### src/y2rgb_pkg.sv
`timescale 1ns / 1ps

package y2rgb_pkg;

   // field widths
   localparam int unsigned PIX_W = 8;
   localparam int unsigned SUM_W = 23;   // signed Q12 channel sum, |sum| < 2^21
   localparam int unsigned COEF_W = 14;  // signed holder for the Q12 coefficients
   localparam int unsigned FRAC_W = 12;
   localparam int unsigned LATENCY = 4;

   // Q12 coefficients
   localparam logic signed [COEF_W-1:0] K_RV = 14'sd5614;
   localparam logic signed [COEF_W-1:0] K_GV = 14'sd2859;
   localparam logic signed [COEF_W-1:0] K_GU = 14'sd1383;
   localparam logic signed [COEF_W-1:0] K_BU = 14'sd7096;

   localparam logic [PIX_W-1:0] CHROMA_MID = 8'd128;
   localparam logic [PIX_W-1:0] CHAN_MAX = 8'd255;
   localparam logic [PIX_W-1:0] ATTEN_MUL = 8'd220;
   localparam logic [PIX_W-1:0] OUT_MAX = 8'd219;

   typedef struct packed {
      logic [PIX_W-1:0] luma_first;
      logic [PIX_W-1:0] chroma_blue;
      logic [PIX_W-1:0] luma_second;
      logic [PIX_W-1:0] chroma_red;
      logic             frame_end;
   } req_word_type;

   typedef struct packed {
      logic [PIX_W-1:0] red_first;
      logic [PIX_W-1:0] green_first;
      logic [PIX_W-1:0] blue_first;
      logic [PIX_W-1:0] red_second;
      logic [PIX_W-1:0] green_second;
      logic [PIX_W-1:0] blue_second;
      logic             frame_last;
   } rsp_word_type;

endpackage

### src/yuyv_to_rgb888_pair.sv
`timescale 1ns / 1ps

// Channel   Ports                      Direction  Handshake
// request   start, busy, req_word      in         taken when start && !busy
// response  rsp_strobe, rsp_word       out        single-cycle strobe per word, no backpressure
//
// Four register stages: capture, chroma products, Q12 sums, clamp and attenuate.
// A word accepted at one edge passes the capture, product, sum and result registers before it shows on rsp_word.
// One word per cycle is taken; busy stays low, since nothing can stall the pipe.
// Synchronous reset clears the stage valid bits only; payload registers keep no reset.

module yuyv_to_rgb888_pair (
   input  logic                     clock,
   input  logic                     reset,
   input  logic                     start,
   output logic                     busy,
   input  y2rgb_pkg::req_word_type  req_word,
   output logic                     rsp_strobe,
   output y2rgb_pkg::rsp_word_type  rsp_word
);

   localparam int unsigned PIX_W = y2rgb_pkg::PIX_W;
   localparam int unsigned SUM_W = y2rgb_pkg::SUM_W;
   localparam int unsigned FRAC_W = y2rgb_pkg::FRAC_W;

   // clamp a Q12 sum to 0..255 after flooring, then scale by 220/256
   function automatic logic [PIX_W-1:0] finish_channel(input logic signed [SUM_W-1:0] sum);
      logic [SUM_W-FRAC_W-1:0] whole;
      logic [PIX_W-1:0]        c;
      logic [2*PIX_W-1:0]      scaled;
      whole = sum[SUM_W-1:FRAC_W];
      if (sum[SUM_W-1]) begin
         c = '0;
      end else if (whole[SUM_W-FRAC_W-1:PIX_W] != '0) begin
         c = y2rgb_pkg::CHAN_MAX;
      end else begin
         c = whole[PIX_W-1:0];
      end
      scaled = c * y2rgb_pkg::ATTEN_MUL;
      return scaled[2*PIX_W-1:PIX_W];
   endfunction

   // stage valid bits
   logic [y2rgb_pkg::LATENCY-1:0] vld_ff, vld_in;

   // stage 1: captured word
   y2rgb_pkg::req_word_type req_ff;

   // stage 2: products and carried lumas
   logic signed [SUM_W-1:0] prod_rv_ff, prod_gv_ff, prod_gu_ff, prod_bu_ff;
   logic signed [SUM_W-1:0] prod_rv_in, prod_gv_in, prod_gu_in, prod_bu_in;
   logic [PIX_W-1:0]        luma0_s2_ff, luma1_s2_ff;
   logic                    fend_s2_ff;
   logic signed [PIX_W-1:0] du, dv;

   // stage 3: channel sums
   logic signed [SUM_W-1:0] r0_ff, g0_ff, b0_ff, r1_ff, g1_ff, b1_ff;
   logic signed [SUM_W-1:0] r0_in, g0_in, b0_in, r1_in, g1_in, b1_in;
   logic signed [SUM_W-1:0] base0, base1;
   logic                    fend_s3_ff;

   // stage 4: result word
   y2rgb_pkg::rsp_word_type rsp_ff, rsp_in;

   assign busy = 1'b0;

   // advance valid bits
   assign vld_in = {vld_ff[y2rgb_pkg::LATENCY-2:0], start};

   always_ff @(posedge clock) begin
      if (reset) begin
         vld_ff <= '0;
      end else begin
         vld_ff <= vld_in;
      end
   end

   // offset chroma: minus 128 is a flip of the top bit
   assign du = $signed(req_ff.chroma_blue ^ y2rgb_pkg::CHROMA_MID);
   assign dv = $signed(req_ff.chroma_red ^ y2rgb_pkg::CHROMA_MID);

   // form chroma products
   assign prod_rv_in = SUM_W'(y2rgb_pkg::K_RV) * SUM_W'(dv);
   assign prod_gv_in = SUM_W'(y2rgb_pkg::K_GV) * SUM_W'(dv);
   assign prod_gu_in = SUM_W'(y2rgb_pkg::K_GU) * SUM_W'(du);
   assign prod_bu_in = SUM_W'(y2rgb_pkg::K_BU) * SUM_W'(du);

   // sum luma and chroma terms in Q12
   assign base0 = $signed({{(SUM_W-PIX_W-FRAC_W){1'b0}}, luma0_s2_ff, {FRAC_W{1'b0}}});
   assign base1 = $signed({{(SUM_W-PIX_W-FRAC_W){1'b0}}, luma1_s2_ff, {FRAC_W{1'b0}}});
   assign r0_in = base0 + prod_rv_ff;
   assign g0_in = base0 - prod_gv_ff - prod_gu_ff;
   assign b0_in = base0 + prod_bu_ff;
   assign r1_in = base1 + prod_rv_ff;
   assign g1_in = base1 - prod_gv_ff - prod_gu_ff;
   assign b1_in = base1 + prod_bu_ff;

   // clamp and attenuate
   always_comb begin
      rsp_in.red_first = finish_channel(r0_ff);
      rsp_in.green_first = finish_channel(g0_ff);
      rsp_in.blue_first = finish_channel(b0_ff);
      rsp_in.red_second = finish_channel(r1_ff);
      rsp_in.green_second = finish_channel(g1_ff);
      rsp_in.blue_second = finish_channel(b1_ff);
      rsp_in.frame_last = fend_s3_ff;
   end

   // hold payload through the stages
   always_ff @(posedge clock) begin
      req_ff <= req_word;
      prod_rv_ff <= prod_rv_in;
      prod_gv_ff <= prod_gv_in;
      prod_gu_ff <= prod_gu_in;
      prod_bu_ff <= prod_bu_in;
      luma0_s2_ff <= req_ff.luma_first;
      luma1_s2_ff <= req_ff.luma_second;
      fend_s2_ff <= req_ff.frame_end;
      r0_ff <= r0_in;
      g0_ff <= g0_in;
      b0_ff <= b0_in;
      r1_ff <= r1_in;
      g1_ff <= g1_in;
      b1_ff <= b1_in;
      fend_s3_ff <= fend_s2_ff;
      rsp_ff <= rsp_in;
   end

   assign rsp_strobe = vld_ff[y2rgb_pkg::LATENCY-1];
   assign rsp_word = rsp_ff;

`ifndef SYNTHESIS
   a_word_out: assert property (@(posedge clock) disable iff (reset)
      start |-> ##4 rsp_strobe)
      else $error("accepted word did not come out after four cycles");

   a_no_stray: assert property (@(posedge clock) disable iff (reset)
      !start |-> ##4 !rsp_strobe)
      else $error("strobe without an accepted word");

   a_frame_mark: assert property (@(posedge clock) disable iff (reset)
      start |-> ##4 (rsp_word.frame_last == $past(req_word.frame_end, 4)))
      else $error("frame end mark lost in the pipe");

   a_range: assert property (@(posedge clock) disable iff (reset)
      rsp_strobe |-> (rsp_word.red_first <= y2rgb_pkg::OUT_MAX
                      && rsp_word.green_second <= y2rgb_pkg::OUT_MAX
                      && rsp_word.blue_second <= y2rgb_pkg::OUT_MAX))
      else $error("channel above attenuated range");

   a_gray: assert property (@(posedge clock) disable iff (reset)
      (start && req_word.chroma_blue == y2rgb_pkg::CHROMA_MID
       && req_word.chroma_red == y2rgb_pkg::CHROMA_MID)
      |-> ##4 (rsp_word.red_first == rsp_word.green_first
               && rsp_word.green_first == rsp_word.blue_first))
      else $error("neutral chroma gave unequal channels");
`endif

endmodule

### config.mk
export PLATFORM = sky130hd
export DESIGN_NAME = yuyv_to_rgb888_pair
export DESIGN_NICKNAME = d
export VERILOG_FILES = /design/src/y2rgb_pkg.sv /design/src/yuyv_to_rgb888_pair.sv
export SDC_FILE = /design/constraint.sdc
export NUM_CORES = 1
export LEC_CHECK = 0
export BUFFER_PORTS_ARGS = -buffer_cell sky130_fd_sc_hd__clkbuf_2
export CAP_MARGIN = 20
export CORE_MARGIN = 4
export CORE_UTILIZATION = 45
export CTS_BUF_LIST = sky130_fd_sc_hd__clkbuf_4
export DETAILED_ROUTE_END_ITERATION = 10
export PLACE_DENSITY = 0.63
export SYNTH_ARGS = -nofsm -noshare
export SYNTH_HDL_FRONTEND = slang
export SYNTH_SLANG_ARGS = --single-unit
### constraint.sdc
create_clock -name clock -period 5.36 [get_ports clock]
set_input_delay 1.34 -clock clock [delete_from_list [all_inputs] [get_ports clock]]
set_output_delay 1.34 -clock clock [all_outputs]
set_load 0.02 [all_outputs]
* Word level (Yosys, flattened, before mapping)
Index checks and enable logic that the tools add are counted.
** Cells by class
- Add/subtract/negate cells :: 8
- Multipliers :: 10
- Muxes and demuxes :: 12
- Bitwise gates (word level) :: 2
- Reductions and logical operators :: 6
** Operators with widths (count)
- $mux 8 :: 12
- $add 21x23->23 :: 4
- $mul 8x6->14 const B :: 6
- $sub 22x20->23 :: 2
- $sub 21x21->22 :: 2
- $mul 13x8->21 const A :: 2
- $mul 12x8->20 const A :: 1
- $mul 11x8->19 const A :: 1
- $reduce_bool 3->1 :: 6
- $not 1->1 :: 2
** Storage, ports and cells
- Register bits after elaboration :: 325
- Input port bits :: 36
- Output and inout port bits :: 51
- Word-level logic and storage cells :: 65

* Longest topological paths before layout
- Word-level depth :: 4
- Depth in mapped cells :: 19

* Least setup slack after synthesis
No wires, ideal clock.
- Kind :: register to register
- Start :: register r0_ff[21]
- End :: register rsp_ff, in the netlist rsp_word[48]
- Library setup time :: 0.072 ns
- Data arrival time :: 4.512 ns
- Data required time :: 5.288 ns
- Setup slack :: 0.776 ns
- Cell stages (with the launch flop) :: 20
- Path buffers :: 1
- Cell sequence :: dfxtp_1 or2_2 clkbuf_1 nor2_1 nor2_1 inv_1 fa_1 inv_1 fa_1 inv_1 fa_1 inv_1 ha_1 or3_1 o2111a_1 a311o_1 a21oi_2 o21bai_1 a21oi_1 xnor2_1
** RTL lines
- start: declaration :: line yuyv_to_rgb888_pair.sv:57 : logic signed [SUM_W-1:0] r0_ff, g0_ff, b0_ff, r1_ff, g1_ff, b1_ff;
- start signal: assignment :: line yuyv_to_rgb888_pair.sv:119 : r0_ff <= r0_in;
- end signal: assignment :: line yuyv_to_rgb888_pair.sv:126 : rsp_ff <= rsp_in;
- end: declaration :: line yuyv_to_rgb888_pair.sv:63 : y2rgb_pkg::rsp_word_type rsp_ff, rsp_in;

* Final worst setup path
- Start :: register req_ff, in the netlist du[5]
- End :: register prod_bu_ff[21]
** Between the ends
- Longest elaborated chain between the ends :: 1
** RTL lines
- start: declaration :: line yuyv_to_rgb888_pair.sv:47 : y2rgb_pkg::req_word_type req_ff;
- start signal: assignment :: line yuyv_to_rgb888_pair.sv:111 : req_ff <= req_word;
- $mul 11x8->19 :: line yuyv_to_rgb888_pair.sv:86 : assign prod_bu_in = SUM_W'(y2rgb_pkg::K_BU) * SUM_W'(du);
- named net prod_bu_in[21] :: line yuyv_to_rgb888_pair.sv:51 : logic signed [SUM_W-1:0] prod_rv_in, prod_gv_in, prod_gu_in, prod_bu_in;
- end signal: assignment :: line yuyv_to_rgb888_pair.sv:115 : prod_bu_ff <= prod_bu_in;
- end: declaration :: line yuyv_to_rgb888_pair.sv:50 : logic signed [SUM_W-1:0] prod_rv_ff, prod_gv_ff, prod_gu_ff, prod_bu_ff;
The timed path passes the listed nets, and every way through them passes these cells.
A chain may end at the register's enable or synchronous reset.

==> results.yml <==
cts:
  max-clock-path-buffers: 3
  cts_resized: 0
  cts.clk_slew.worst_paths_ns: 0.06
  clock_latency_ns: 0.74
  cts-root-buf: "clkbuf_4"
  hold_buffers: 0
  htreeDepth: 3
  clock-sinks: 231
  tritoncts: "built"
  numCtsBuffers: 67
  cts_setup_buffers: 0
place:
  dp_hpwl_um: 33260
  io_buffer_count: 85
  globalplace.congestion: 0.9098
critical_path:
  cpPeakStageDelay_ns: 0.53
  worstPathArrival_ns: 5.52
  cp_cell_sequence: "inv_1 -> fa_1 -> inv_1 -> fa_1 -> fa_1 -> inv_1 -> fa_1 -> inv_1 -> ha_1 -> or2_2 -> a2111oi_0 -> a21oi_1 -> o21a_1 -> o22a_1 -> a21oi_1 -> and2_1"
  cp_top_family: "adder cells"
  cp-end-kind: "flip-flop"
  crit_buf_inv: 4
  worstSetupPathType: "reg -> reg"
  slowest_stage: "fa_1"
  cp_max_fo: 7
  required_ns: 6.04
  cp-start-kind: "flip-flop"
die:
  die-area_sq_um: 47880
  die_x_um: 218.8
  num_io_pins: 87
  die_y_um: 218.8
  initial_utilization_pct: 46.02
  core_sq_um: 43460
  rows: 76
run_status:
  run_status: "complete, no violations"
yosys:
  synthTopCellsByCount: "432 x inv_1, 414 x ha_1, 231 x dfxtp_1"
  yosysMostFrequentCell: "inv_1"
  synth.avg_cell_area_sq_um: 9.712
  yosys_register_bits: 231
  seq_area_frac_synth_pct: 23.12
  ys.flop_type: "dfxtp_1"
  synth_nets: 2701
  synth_top_area_cell: "ha_1"
  ys.warnings.count: 0
  syn-cell-area_sq_um: 20000
  netlist_instances: 2059
  synth_edf_count: 0
  yosys-top-cells-area: "ha_1 26%, dfxtp_1 23%, fa_1 19%"
  synth_top_cell_area_share_pct: 25.90
  ys_types: 62
  synthArstFlopShare_pct: 0
sta:
  rsz0062_at_grt: "false"
  timing.fmax_mhz: 206.5
  fin_worst_skew_ns: 0.04866
  max_slew.worst_pin.slew_ns: 0.7987
  post-route-period-util_pct: 90.33
  final.setup.tns_ns: 0
  report.final.slew_viol_count: 0
  period_minus_slack_ns: 4.841
  finalSetupViolCount: 0
  hold_viol: 0
  relSlewSlack_pct: 46.50
global_route:
  grt_pass1_wl_um: 66690
  antenna_found_initial: 1
  grt_pass1_vias: 14367
  grt_use_total_pct: 17.00
  overflow: 0
  grt_max_degree: 14
layout:
  drive_gt1_share_pct: 10.41
  seq_area_sq_um: 4624
  fin_nets: 2846
  fillers: 4044
  area_growth_pct: 10.32
  multi_input_area_sq_um: 13700
detailed_routing:
  totalWireLength_um: 38850
  via_per_inst: 4.766
  drtPass1Iterations: 6
  avgRoutedWirePerCell_um: 13.71
  final_antenna_net_count: 0
  first_iter_violations: 538
  via_count: 13507
  post-route-drc-count: 0
hold_path:
  min-delay-path-class: "reg -> reg"
job:
  max_cap_viol_count: 0
==> cell families after synthesis <==
kind of cell | after synthesis | synth area share (%)
adder cells (fa/ha/maj) | 606 | 45.12
buffers and inverters | 446 | 8.390
AND/OR/NAND/NOR | 384 | 9.160
AO/OA/AOI/OAI | 269 | 8.841
flip-flops | 231 | 23.12
XOR/XNOR | 122 | 5.343
other | 1 | 0.01875
==> area by class of cell <==
type	count	area share (%)
well taps	585	3.318
clock inverters	23	1.140
inverters	433	7.367
flip-flops and latches	231	20.96
multi-input cells	1382	62.08
diodes	1	0.01134
clock buffers	90	3.062
repair buffers	89	2.064
==> worst reg2reg max path, stage by stage, from the launching register on <==
cell	delay, ns
dfxtp_1	0.47
inv_1	0.19
fa_1	0.51
inv_1	0.15
fa_1	0.45
fa_1	0.51
inv_1	0.05
fa_1	0.53
inv_1	0.04
ha_1	0.21
or2_2	0.30
a2111oi_0	0.43
a21oi_1	0.16
o21a_1	0.22
o22a_1	0.21
a21oi_1	0.22
and2_1	0.16
==> stage by stage <==
step           cell area (sq um)  cells  utilization (%)  hold slack, ns  worst slack, ns
6_report                   22060   2834            50.77          0.3202           0.5185
4_1_cts                    22060   2833            50.76          0.3213           0.5050
2_1_floorplan              20000   2059                -          0.3096           0.7760
3_5_place_dp               21130   2720            48.63          0.3121           0.5297
5_1_grt                    22060   2834            50.77          0.3259           0.2291
3_3_place_gp               21130   2720            48.63          0.3113           0.7048
==> flip-flops by register name, indices dropped and copies added (netlist names) <==
| register | cells |
|---|---|
| prod_gu_ff | 20 |
| prod_bu_ff | 10 |
| luma1_s2_ff | 8 |
| g0_ff | 11 |
| du | 7 |
| luma0_s2_ff | 8 |
| prod_rv_ff | 10 |
| b1_ff | 11 |
| g1_ff | 11 |
| dv | 7 |
| vld_ff | 4 |
| r0_ff | 11 |
| b0_ff | 11 |
| rsp_word | 49 |
| req_ff | 19 |
| fend_s3_ff | 1 |
| r1_ff | 11 |
| prod_gv_ff | 21 |
| fend_s2_ff | 1 |
==> worst paths after layout <==
check | startpoint | endpoint | slack (ns) | cells past startpoint
worst max-delay path | du[5] | prod_bu_ff[21] | 0.52 | 16
worst max register to register | du[5] | prod_bu_ff[21] | 0.52 | 16
worst min register to register | req_ff[13] | luma1_s2_ff[4] | 0.32 | 0
worst min-delay path | req_ff[13] | luma1_s2_ff[4] | 0.32 | 0
==> layout by cell type, fill, tap and decap left out, drive strengths merged, types with 11 or more instances in the layout <==
cell and count:
a21boi 14, a21o 25, a21oi 88, and2 15
clkbuf 175, clkinv 17, dfxtp 231, fa 192
ha 414, inv 433, nand2 36, nand2b 16
nand3 11, nor2 183, nor2b 32, nor3 30
o21a 22, o21ai 42, o21bai 11, or2 33
xnor2 80, xor2 42
==> per-layer routing <==
layer  share of wire (%)  vias up  track usage [%]
li1                    -     6942                -
met1                  46     6305            21.49
met2                  47      185            28.74
met3                 4.2       75            3.669
met4                 2.9        0            6.130
met5                   0        -                0
Power is left out: the tool's default activity adds up to more than one toggle a clock period on the data nets, which glitch-free logic cannot reach.
